File: config.mk
export PLATFORM = sky130hd
export DESIGN_NAME = cgmc_frac_div
export DESIGN_NICKNAME = d
export VERILOG_FILES = /design/src/rtl/copolymer_growth_monte_carlo_step_macros.svh /design/src/rtl/cgmc_pkg.sv /design/src/rtl/cgmc_frac_div.sv
export SDC_FILE = /design/constraint.sdc
export NUM_CORES = 1
export LEC_CHECK = 0
export BUFFER_PORTS_ARGS = -buffer_cell sky130_fd_sc_hd__buf_4
export CAP_MARGIN = 5
export CORE_ASPECT_RATIO = 1.1
export CORE_UTILIZATION = 28
export CTS_CLUSTER_SIZE = 16
export DETAILED_ROUTE_END_ITERATION = 8
export PLACE_DENSITY = 0.45
export SLEW_MARGIN = 20
export SYNTH_ARGS = -nofsm -noshare
export SYNTH_HDL_FRONTEND = slang
export SYNTH_SLANG_ARGS = --single-unit
File: constraint.sdc
create_clock -name i_clk -period 7.8 [get_ports i_clk]
set_clock_uncertainty 0.1 [all_clocks]
set_input_delay 0.78 -clock i_clk [delete_from_list [all_inputs] [get_ports i_clk]]
set_output_delay 0.78 -clock i_clk [all_outputs]
set_load 0.005 [all_outputs]
File: src/rtl/copolymer_growth_monte_carlo_step_macros.svh
// ----------------------------------------------------------------------------
// Copolymer growth step - assertion macros
// Concurrent checks sampled on i_clk, switched off while i_rst_n is low.
// ----------------------------------------------------------------------------
`ifndef COPOLYMER_GROWTH_MONTE_CARLO_STEP_MACROS_SVH
`define COPOLYMER_GROWTH_MONTE_CARLO_STEP_MACROS_SVH

`ifndef NO_ASSERTIONS

// antecedent holds -> consequent holds in the same cycle
`define CGMC_ASSERT_IMP(lbl, ante, cons, msg) \
    lbl: assert property (@(posedge i_clk) disable iff (!i_rst_n) (ante) |-> (cons)) \
        else $error(msg);

// antecedent holds -> consequent holds in the following cycle
`define CGMC_ASSERT_NXT(lbl, ante, cons, msg) \
    lbl: assert property (@(posedge i_clk) disable iff (!i_rst_n) (ante) |=> (cons)) \
        else $error(msg);

`else

`define CGMC_ASSERT_IMP(lbl, ante, cons, msg)
`define CGMC_ASSERT_NXT(lbl, ante, cons, msg)

`endif

`endif

File: src/rtl/cgmc_pkg.sv
// ----------------------------------------------------------------------------
// cgmc_pkg
// Shared widths, codes and types of the copolymer growth step.
// ----------------------------------------------------------------------------
package cgmc_pkg;

    // field widths
    localparam int RATE_W    = 24;
    localparam int DRAW_W    = 16;
    localparam int KIND_W    = 2;
    localparam int TRANS_W   = 3;
    localparam int LEN_OUT_W = 12;
    localparam int FRAC_W    = 17;
    localparam int CFG_IDX_W = 3;
    localparam int NUM_RATES = 8;

    // rate sum of up to three rates, and draw times sum
    localparam int AB_W  = RATE_W + 1;
    localparam int SUM_W = RATE_W + 2;
    localparam int LHS_W = DRAW_W + SUM_W;

    // one quotient bit per divider step
    localparam int DIV_STEPS = FRAC_W;
    localparam int DIV_CNT_W = $clog2(DIV_STEPS + 1);

    localparam logic [RATE_W-1:0] RATE_RESET = 24'h01_0000;

    // register indexes
    localparam logic [CFG_IDX_W-1:0] REG_FWD_RR  = 3'd0;
    localparam logic [CFG_IDX_W-1:0] REG_FWD_RW  = 3'd1;
    localparam logic [CFG_IDX_W-1:0] REG_FWD_WW  = 3'd2;
    localparam logic [CFG_IDX_W-1:0] REG_FWD_WR  = 3'd3;
    localparam logic [CFG_IDX_W-1:0] REG_BACK_RR = 3'd4;
    localparam logic [CFG_IDX_W-1:0] REG_BACK_RW = 3'd5;
    localparam logic [CFG_IDX_W-1:0] REG_BACK_WR = 3'd6;
    localparam logic [CFG_IDX_W-1:0] REG_BACK_WW = 3'd7;

    typedef enum logic [KIND_W-1:0] {
        MOVE_ADD_RIGHT = 2'd0,
        MOVE_ADD_WRONG = 2'd1,
        MOVE_POP       = 2'd2,
        MOVE_REFUSED   = 2'd3
    } t_move;

    typedef enum logic [TRANS_W-1:0] {
        TR_RR_FWD  = 3'd0,
        TR_RW_FWD  = 3'd1,
        TR_WW_FWD  = 3'd2,
        TR_WR_FWD  = 3'd3,
        TR_RR_BACK = 3'd4,
        TR_RW_BACK = 3'd5,
        TR_WR_BACK = 3'd6,
        TR_WW_BACK = 3'd7
    } t_trans;

    // divider status towards the sequencer
    typedef struct packed {
        logic busy;
        logic done;
    } t_div_stat;

endpackage

File: src/rtl/cgmc_frac_div.sv
// ----------------------------------------------------------------------------
// cgmc_frac_div
// Restoring divider for wrong * 65536 / length, one quotient bit a cycle.
// ----------------------------------------------------------------------------
module cgmc_frac_div #(
    parameter int LW = 12
) (
    input  logic                          i_clk,
    input  logic                          i_rst_n,
    input  logic                          i_start,
    input  logic [LW-1:0]                 i_wrong,
    input  logic [LW-1:0]                 i_len,
    output cgmc_pkg::t_div_stat           o_stat,
    output logic [cgmc_pkg::FRAC_W-1:0]   o_quot
);

    logic                              r_busy;
    logic                              r_done;
    logic [cgmc_pkg::DIV_CNT_W-1:0]    r_cnt;
    logic [LW-1:0]                     r_rem;
    logic [LW-1:0]                     r_den;
    logic [cgmc_pkg::FRAC_W-1:0]       r_num;

    logic [LW:0]                       w_sh;
    logic [LW:0]                       w_diff;
    logic                              w_ge;

    // shift in the next dividend bit and try the subtract
    assign w_sh   = {r_rem, r_num[cgmc_pkg::FRAC_W-1]};
    assign w_diff = w_sh - {1'b0, r_den};
    assign w_ge   = (w_sh >= {1'b0, r_den});

    // Dividend is wrong << 16 and the quotient is at most 65536, so the
    // first 17 bits of the long division start from wrong >> 1 (< length).
    always_ff @(posedge i_clk) begin
        if (!i_rst_n) begin
            r_busy <= 1'b0;
            r_done <= 1'b0;
            r_cnt  <= '0;
        end else begin
            r_done <= 1'b0;
            if (i_start) begin
                r_busy <= 1'b1;
                r_cnt  <= cgmc_pkg::DIV_CNT_W'(cgmc_pkg::DIV_STEPS);
            end else if (r_busy) begin
                r_cnt <= r_cnt - cgmc_pkg::DIV_CNT_W'(1);
                if (r_cnt == cgmc_pkg::DIV_CNT_W'(1)) begin
                    r_busy <= 1'b0;
                    r_done <= 1'b1;
                end
            end
        end
    end

    // datapath
    always_ff @(posedge i_clk) begin
        if (i_start) begin
            r_rem <= i_wrong >> 1;
            r_den <= i_len;
            r_num <= {i_wrong[0], {(cgmc_pkg::FRAC_W-1){1'b0}}};
        end else if (r_busy) begin
            r_rem <= w_ge ? w_diff[LW-1:0] : w_sh[LW-1:0];
            r_num <= {r_num[cgmc_pkg::FRAC_W-2:0], w_ge};
        end
    end

    assign o_stat.busy = r_busy;
    assign o_stat.done = r_done;
    assign o_quot      = r_num;

endmodule

# After elaboration in Yosys (flattened, before gate mapping)
# Index checks and enable logic that the tools add are counted.
word_totals:
  regBits: 48
  output_inout_bits: 19
  word_cells: 29
op_classes:
  addsub: 2
  order_cmp: 1
  eq_ne: 1
  muxes: 11
  n_bitwise: 2
  reduce_logical: 3
ops:
  columns: ["cell", "n"]
  rows:
  - ["$mux W17", 2]
  - ["$mux W11", 2]
  - ["$ge A13 B12 Y1", 1]
  - ["$mux W12", 1]
  - ["$sub A12 B12 Y12", 1]
  - ["$mux W5", 2]
  - ["$eq A5 B1 Y1 const B", 1]
  - ["$sub A5 B1 Y5 const B", 1]
  - ["$mux W1", 4]
  - ["$reduce_or A3 Y1", 1]
  - ["$not A1 Y1", 2]
  - ["$reduce_bool A2 Y1", 1]
  - ["$reduce_or A2 Y1", 1]

# Logic depth before layout (Yosys ltp)
# Gate-level depths: netlist (run 1).
logic_depth:
  ltp_word: 4
  ltp_mapped: 10
  mapped_depth_nobuf: 10

# Worst setup path before layout (run 1)
# OpenSTA, ideal clock, no wires.
synth_path:
  path_type: "flip-flop to flip-flop"
  start: "register r_num (netlist bit o_quot[16])"
  end: "register r_rem[10] (data pin)"
  setup_ns: 0.261
  arrival_time_ns: 2.154
  t_required_ns: 7.439
  path_slack_ns: 5.285
  stages_incl_launch_ff: 11
  path_buffers: 0
  synth_period_minus_slack_ns: 2.515
  path_cell_list: "edfxtp_1 inv_1 ha_1 inv_1 fa_1 a21o_1 a221oi_2 o31ai_2 a21oi_2 xnor2_1 a221o_1"
synth_between:
  elab_chain_len: 4
  elab_cells_between_ends: 5
synth_rtl:
  columns: ["item", "line_no", "text"]
  rows:
  - ["start, declared", "cgmc_frac_div.sv:22", "logic [cgmc_pkg::FRAC_W-1:0] r_num;"]
  - ["start signal, assigned", "cgmc_frac_div.sv:60", "r_num <= {i_wrong[0], {(cgmc_pkg::FRAC_W-1){1'b0}}};"]
  - ["start signal, assigned", "cgmc_frac_div.sv:63", "r_num <= {r_num[cgmc_pkg::FRAC_W-2:0], w_ge};"]
  - ["$sub A12 B12 Y12 or $ge A13 B12 Y1 (tied branches)", "cgmc_frac_div.sv:30, cgmc_frac_div.sv:31", null]
  - ["$mux W12 *", "cgmc_frac_div.sv:62", "r_rem <= w_ge ? w_diff[LW-1:0] : w_sh[LW-1:0];"]
  - ["$mux W11 *", "cgmc_frac_div.sv:61", "end else if (r_busy) begin"]
  - ["$mux W11 *", "cgmc_frac_div.sv:57", "if (i_start) begin"]
  - ["end signal, assigned", "cgmc_frac_div.sv:58", "r_rem <= i_wrong >> 1;"]
  - ["end signal, assigned", "cgmc_frac_div.sv:62", null]
  - ["end, declared", "cgmc_frac_div.sv:20", "logic [LW-1:0] r_rem;"]
# Mark *: on every way between the ends. The rest lies on a longest branch, timed or not. The select of a mux whose other input is x is not followed.
# A chain may end at the register's enable or synchronous reset.

# Final worst setup path (run 1)
layout_path:
  start: "register r_rem[7]"
  end: "register r_rem[0] (data pin)"
layout_between:
  elab_chain_len: 4
layout_rtl:
  columns: ["item", "line_no", "text"]
  rows:
  - ["$ge A13 B12 Y1", "cgmc_frac_div.sv:31", "assign w_ge = (w_sh >= {1'b0, r_den});"]
  - ["$mux W12", "cgmc_frac_div.sv:62", null]
  - ["$mux W11", "cgmc_frac_div.sv:61", null]
  - ["$mux W11", "cgmc_frac_div.sv:57", null]
# Every way passes these cells. The select of a mux whose other input is x is not followed.

==> metrics.yaml, run 1 <==
run_status:
  status: "completed"
setup_path:
  ff2ff_path_depth: 7
  path_class: "reg -> reg"
  worst_r2r_endpoint: "r_rem[0]"
  end_kind: "flip-flop"
  required_ns: 7.76
  cpMaxStageDelayCell: "o41a_1"
  crit_fanout: 22
  critical_path_arrival_ns: 2.88
  rrSetupSlack_ns: 4.88
  cpPeakStageDelay_ns: 0.79
  path_cells: "ha_1 -> a21oi_1 -> o21bai_1 -> a31oi_1 -> o41a_1 -> mux2i_1 -> mux2_2"
  regToRegStartpoint: "r_rem[7]"
  cp-start-kind: "flip-flop"
timing:
  fin_crit_ns: 2.92
  setup_viol: 0
  max_slew_margin_pct: 38.2
  worst_pin_slew_ns: 0.926
  hold_slack_ns: 0.419
  fin_crit_sh_pct: 37.4
  finalHoldViolations: 0
  fin_tns_setup_ns: 0
  rsz0062_at_grt: "false"
  slew_violations: 0
  fmax_mhz: 343
clock_tree:
  hold_buffers: 0
  clkTransAtPathRegs_ns: 0.10
  cts_max_path_buffers: 2
  cts_sinks: 48
  cts-resized-gates: 0
  cts_made_buffers: 5
  cts-root-buf: "clkbuf_8"
  h-tree-depth: 2
  cts_setup_buffers: 0
  worstSkewPairLatency_ns: 0.30
  cts_tree: "yes"
global_route:
  grt_pass1_wl_um: 8920
  grt_pass1_vias: 1936
  grt_max_degree: 65
  track_usage_pct: 12.0
  overflow: 0
  grt_antenna_before_repair: 0
route:
  vias: 1864
  viasPerCell: 4.67
  first_pass_iters: 4
  drt-total-wl_um: 5270
  drt_iter0_drc: 54
  wl_per_cell_um: 13.2
  drc_errors: 0
  antenna_left: 0
layout:
  diodes: 0
  num-fill-cells: 962
  finalInstanceArea_mm2: 0.00307
  fin_nets: 326
  area_growth_pct: 20.7
  multi_input_area_mm2: 0.00120
  post_route_cells_drive_above_1_share_pct: 21.8
  ff_latch_area_mm2: 0.00120
floorplanning:
  coreArea_mm2: 0.00883
  dieHeight_um: 102
  die_x_um: 92.8
  die-area_mm2: 0.00946
  start_util_pct: 28.8
  rows: 36
  ios: 46
placement:
  place_area_mm2: 0.00295
  io_buffer_count: 45
  hpwl_um: 3580
  gp_congestion: 0.725
flow_run:
  drv_cap: 0
power:
  p_leak_nw: 1.31
  ir_drop_mv: 0.0854
  p_per_area_mw_per_mm2: 237
hold_path:
  hold_path_class: "reg -> reg"
  hp-start: "r_cnt[1]"
  whs_path_depth: 2
  whs_endpoint: "r_cnt[1]"
logic_synthesis:
  ys.flop_type: "edfxtp_1"
  synthCells: 245
  syn_area_mm2: 0.00254
  ys_seq_area_share_pct: 47.3
  ys_ff_latch: 48
  synth_top_area_cell: "edfxtp_1"
  yosysUniqueCellTypes: 49
  synth_top_area_share_pct: 28.4
  async_flop_share_pct: 0
  synth_nets: 287
  synthTopCellsByArea: "edfxtp_1 28%, dfxtp_1 19%, mux2i_1 7.9%"
  avgSynthCellArea_um2: 10.4
  yosys_warnings: 0
  synth_edf_count: 24
## placed cells by master (no fill, tap or decap), types with 3 or more instances in the layout
cell / n
nor2_1: 26
inv_1: 18
a221o_1: 3
clkbuf_8: 5
o21ai_0: 4
ha_1: 14
a21o_1: 3
nor2b_1: 7
nor3_1: 5
o311ai_1: 3
xnor2_1: 4
xor2_1: 8
mux2i_1: 20
buf_4: 46
edfxtp_1: 24
a21oi_1: 14
a31oi_1: 3
nand3b_1: 5
nand2_1: 16
dfxtp_1: 24
## how the worst max path moves through the flow
stage                from         to  slack (ns)  cells past startpoint
2_1_floorplan  o_quot[16]  r_rem[10]        5.29                     10
3_3_place_gp     r_rem[7]   r_rem[0]        4.93                      7
3_5_place_dp     r_rem[7]   r_rem[0]        4.87                      7
4_1_cts          r_rem[7]   r_rem[0]        4.86                      7
5_1_grt          r_rem[7]   r_rem[0]        4.58                      7
6_report         r_rem[7]   r_rem[0]        4.88                      7
## power by group
group	switching (W)	internal, W
Combinational	0.000136	0.000109
Sequential	0.0000133	0.000295
Clock	0.0000903	0.0000839
Total	0.000239	0.000488
## metrics by stage
| stage | cells | setup WS, ns | utilization (%) | total power, W |
|---|---|---|---|---|
| floorplan | 245 | 5.29 | - | 0.000508 |
| global placement | 391 | 4.93 | 33.5 | 0.000558 |
| detailed placement | 391 | 4.87 | 33.5 | 0.000559 |
| CTS | 399 | 4.86 | 34.7 | 0.000742 |
| global route | 399 | 4.58 | 34.7 | 0.000783 |
| finish | 399 | 4.88 | 34.7 | 0.000727 |
## cells in the mapped netlist (4+ instances only)
library cell and n:
nor2_1 26, dfxtp_1 24, edfxtp_1 24, mux2i_1 20, inv_1 18, nand2_1 16, a21oi_1 14, ha_1 14
xor2_1 8, nor2b_1 7, clkbuf_1 6, nand3b_1 5, nor3_1 5, o21ai_0 4, xnor2_1 4
## cell type report
cell class | instances | share of cell area, %
multi-input combinational | 165 | 39.1
clock buffer | 6 | 3.06
timing repair buffer | 46 | 11.3
inverter | 18 | 2.20
clock inverter | 2 | 0.571
sequential | 48 | 39.2
tap | 114 | 4.65
## sequential cells by signal, summed over array words and instances (netlist names)
name	cells
r_done	1
r_busy	1
r_rem	12
r_cnt	5
r_den	12
o_quot	17
## per-layer routing
layer	vias up	global-route usage, %	routed length, um
met1	877	16.0	2640
met3	4	2.90	216
met2	39	19.5	2380
li1	944	-	-
met5	-	0	0
met4	0	3.20	44
## cell families after synthesis
kind of cell	share of synthesized area (%)
AOI/OAI and AO/OA	13.5
xor gates and xnor gates	4.14
adders and majority gates	7.68
buffers and inverters	5.57
DFF	47.3
muxes	8.33
and+or+nand+nor	13.5
## worst max-delay path, delay by kind of cell, from the launching register on
family,cells,cell delay (ns)
mux,2,0.46
flops,1,0.40
fa+ha+maj,1,0.42
compound gates,4,1.30
(Power assumes the default switching activity.)
==> run 2: changes to the inputs <==
- clock period: 7.8 -> 3 ns (I/O delays scaled with it)
==> run 2 against run 1 <==
Compared with the run above: final cell count is 0.75% higher; maximum frequency is 9.1% higher; routed wire length is 0.40% higher; total power grew to 2.7 times the previous value; global-route usage is 0.11 points lower; sequential cell count stayed put; count of clock-buffer cells in the layout is 1 higher; sequential share of layout area is 0.49 points lower; setup slack worse by 4.6 ns; largest power group unchanged.
==> metrics.yaml, run 2 (synthesis results as in run 1) <==
placement:
  gp_congestion: 0.736
  place_ws_ns: 0.312
  hpwl_um: 3660
  io_buffer_count: 45
  numPlacedInstances: 394
timing:
  worst_pin_slew_ns: 0.691
  fin_crit_ns: 2.67
  fin_tns_setup_ns: 0
  setup_viol: 0
  max_slew_margin_pct: 53.9
  finalHoldViolations: 0
  fmax_mhz: 374
  final.setup.worst_slack_ns: 0.326
  slew_violations: 0
  fin_crit_sh_pct: 89.1
  rsz0062_at_grt: "false"
setup_path:
  end_kind: "flip-flop"
  path_class: "reg -> reg"
  required_ns: 2.97
  critical_path_arrival_ns: 2.64
  cp-start-kind: "flip-flop"
  cpPeakStageDelay_ns: 0.40
  path_cells: "inv_1 -> ha_1 -> inv_1 -> fa_1 -> a21o_1 -> a221oi_2 -> o31ai_2 -> a21oi_2 -> xnor2_1 -> a221o_1"
  critPathTopFamily: "compound AO/OA/AOI/OAI gates"
  cpMaxStageDelayCell: "edfxtp_1"
  cpMostUsedCell: "inv_1"
  path_buf_inv: 2
  crit_fanout: 3
power:
  p_per_area_mw_per_mm2: 631
  p_leak_nw: 1.33
  p_total_w: 0.00196
  ir_drop_mv: 0.238
layout:
  largest_register_ff_count: 17
  post_route_cells_drive_above_1_share_pct: 22.6
  final_common_cell: "buf_4"
  area_growth_pct: 22.2
  layout_common_cells: "49 x buf_4, 26 x nor2_1, 24 x dfxtp_1, 24 x edfxtp_1, 20 x mux2i_1"
  diodes: 0
  fin_nets: 329
  final_cells: 402
  num-fill-cells: 937
route:
  drc_errors: 0
  drt-total-wl_um: 5300
  wl_per_cell_um: 13.2
  first_pass_iters: 4
  vias: 1863
  drt_iter0_drc: 40
  viasPerCell: 4.63
  antenna_left: 0
global_route:
  grt_pass1_vias: 1876
  overflow: 0
  grt_max_degree: 65
  grt_antenna_before_repair: 0
  grt_pass1_wl_um: 8730
  track_usage_pct: 11.9
run_status:
  status: "completed"
floorplanning:
  coreArea_mm2: 0.00883
  dieHeight_um: 102
  rows: 36
  die_x_um: 92.8
  ios: 46
  die-area_mm2: 0.00946
  start_util_pct: 28.8
clock_tree:
  cts-resized-gates: 0
  cts-root-buf: "clkbuf_8"
  clkTransAtPathRegs_ns: 0.10
  worstSkewPairLatency_ns: 0.30
  cts_sinks: 48
  hold_buffers: 0
  h-tree-depth: 2
  cts_setup_buffers: 0
  cts_made_buffers: 5
  cts_max_path_buffers: 2
  cts_tree: "yes"
flow_run:
  drv_cap: 0
hold_path:
  hold_path_class: "in -> reg"
[run 2: cell type report]
type	instances	area [um^2]	area share (%)
Timing Repair Buffer	49	368	11.9
Clock buffer	7	119	3.83
Clock inverter	1	8.76	0.282
Tap cell	114	143	4.59
Sequential cell	48	1200	38.7
Inverter	18	67.6	2.18
Multi-Input combinational cell	165	1200	38.6
[run 2: path summary, 6_finish.rpt]
check                  start        end  slack, ns  cells past startpoint
setup / recovery  o_quot[16]  r_rem[10]       0.33                     10
hold / removal      i_len[9]   r_den[9]       0.07                      1
hold reg to reg     r_cnt[1]   r_cnt[1]       0.42                      2
setup reg to reg  o_quot[16]  r_rem[10]       0.33                     10
[run 2: metal layers]
| layer | track usage, % | share of wire [%] | up-vias |
|---|---|---|---|
| met2 | 19.3 | 44 | 39 |
| li1 | - | - | 954 |
| met3 | 2.53 | 4.2 | 7 |
| met4 | 4.26 | 1.3 | 0 |
| met5 | 0 | 0 | - |
| met1 | 15.6 | 51 | 863 |
[run 2: metrics by stage]
stage                     utilization, %  hold slack (ns)  instance area, um^2
after floorplan                        -            0.299                 2540
after global placement              33.7            0.379                 2980
after detailed placement            33.7            0.380                 2980
after CTS                           35.2           0.0543                 3100
after global routing                35.2           0.0481                 3100
final                               35.2           0.0659                 3100
[run 2: power breakdown]
part | total, W | internal (W) | switching [W]
Clock | 0.000505 | 0.000269 | 0.000236
Sequential | 0.000807 | 0.000768 | 0.0000396
Combinational | 0.000648 | 0.000297 | 0.000350
==> run 3: changes to the inputs <==
- CORE_MARGIN: default -> 8
- PLACE_DENSITY: 0.45 -> 0.51
==> run 3 against run 2 <==
Compared with the run above: sequential power hardly changed; highest routed layer unchanged; critical path type unchanged; critical endpoint unchanged; setup slack worse by 0.015 ns; final area is 0.60% lower; routed wire length is 1.0% lower; combinational power is 1% lower; total power is 2.3% lower.
==> metrics.yaml, run 3 (synthesis results as in run 1) <==
run_status:
  status: "completed"
timing:
  fin_crit_ns: 2.69
  fmax_mhz: 372
  fin_crit_sh_pct: 89.6
  rsz0062_at_grt: "false"
  fin_tns_setup_ns: 0
  worst_pin_slew_ns: 0.646
  hold_slack_ns: 0.0712
  setup_viol: 0
  max_slew_margin_pct: 56.9
  finalHoldViolations: 0
  slew_violations: 0
power:
  p_leak_nw: 1.32
  p_per_area_mw_per_mm2: 620
  ir_drop_mv: 0.262
clock_tree:
  h-tree-depth: 2
  cts_tree: "yes"
  cts_setup_buffers: 0
  cts-root-buf: "clkbuf_8"
  cts-resized-gates: 0
  clkTransAtPathRegs_ns: 0.10
  cts_max_path_buffers: 2
  hold_buffers: 0
  cts_sinks: 48
  cts_made_buffers: 5
  worstSkewPairLatency_ns: 0.30
floorplanning:
  start_util_pct: 28.8
  dieHeight_um: 116
  ios: 46
  rows: 36
  coreArea_mm2: 0.00883
  die_x_um: 107
  die-area_mm2: 0.0124
setup_path:
  cpMaxStageDelayCell: "edfxtp_1"
  ff2ff_path_depth: 10
  rrSetupSlack_ns: 0.31
  end_kind: "flip-flop"
  cpMostUsedCell: "inv_1"
  worst_r2r_endpoint: "r_rem[10]"
  path_cells: "inv_1 -> ha_1 -> inv_1 -> fa_1 -> a21o_1 -> a221oi_2 -> o31ai_2 -> a21oi_2 -> xnor2_1 -> a221o_1"
  critical_path_depth: 10
  path_class: "reg -> reg"
  critical_path_arrival_ns: 2.64
  path_buf_inv: 2
  cpPeakStageDelay_ns: 0.41
  critPathTopFamily: "compound AO/OA/AOI/OAI gates"
  required_ns: 2.95
  crit_fanout: 3
  regToRegStartpoint: "o_quot[16]"
  cp-start-kind: "flip-flop"
route:
  first_pass_iters: 4
  antenna_left: 0
  viasPerCell: 4.61
  drc_errors: 0
  drt_iter0_drc: 50
  wl_per_cell_um: 13.1
  vias: 1847
  drt-total-wl_um: 5240
hold_path:
  whs_endpoint: "r_den[1]"
  hold_path_class: "in -> reg"
  hp-start: "i_len[1]"
  whs_path_depth: 1
global_route:
  grt_antenna_before_repair: 0
  grt_pass1_wl_um: 9030
  overflow: 0
  grt_pass1_vias: 1994
  track_usage_pct: 8.95
  grt_max_degree: 65
layout:
  fin_nets: 328
  final_common_cell: "buf_4"
  largest_register_ff_count: 17
  area_growth_pct: 21.5
  diodes: 0
  post_route_cells_drive_above_1_share_pct: 22.3
  layout_common_cells: "48 x buf_4, 26 x nor2_1, 24 x dfxtp_1, 24 x edfxtp_1, 20 x mux2i_1"
placement:
  hpwl_um: 3760
  gp_congestion: 0.763
  io_buffer_count: 45
flow_run:
  drv_cap: 0
## run 3: cell type report
type / count / area, um^2
clock buffer: 7 / 108
clock inverter: 1 / 8.76
fill: 965 / 5740
inverter: 18 / 67.6
multi-input combinational: 165 / 1200
sequential: 48 / 1200
tap: 114 / 143
timing repair buffer: 48 / 360
## run 3: metal layers
layer / GRT usage (%) / wire, um
met1: 11.0 / 2580
met2: 14.2 / 2290
met4: 2.54 / 21
met5: 0 / 0
met3: 3.45 / 352
## run 3: power by group
part | internal [W] | total [W] | leakage, nW | switching, W
Sequential | 0.000767 | 0.000806 | 0.435 | 0.0000386
Combinational | 0.000296 | 0.000639 | 0.828 | 0.000343
Clock | 0.000240 | 0.000469 | 0.0596 | 0.000230
## run 3: worst max path at each step
| stage | from | endpoint | slack, ns |
|---|---|---|---|
| final | o_quot[16] | r_rem[10] | 0.31 |
| after floorplan | o_quot[16] | r_rem[10] | 0.49 |
| after global placement | o_quot[16] | r_rem[10] | 0.40 |
| after CTS | o_quot[16] | r_rem[10] | 0.29 |
| after detailed placement | o_quot[16] | r_rem[10] | 0.32 |
| after global routing | o_quot[16] | r_rem[10] | 0.12 |
## run 3: through the flow
step / total power (W) / area [um^2] / worst slack (ns) / util, % / std cells
after floorplan: 0.00132 / 2540 / 0.485 / - / 245
after global placement: 0.00146 / 2970 / 0.395 / 33.6 / 393
after detailed placement: 0.00147 / 2970 / 0.322 / 33.6 / 393
after CTS: 0.00195 / 3090 / 0.294 / 34.9 / 401
after global routing: 0.00206 / 3090 / 0.115 / 34.9 / 401
final: 0.00191 / 3090 / 0.311 / 34.9 / 401
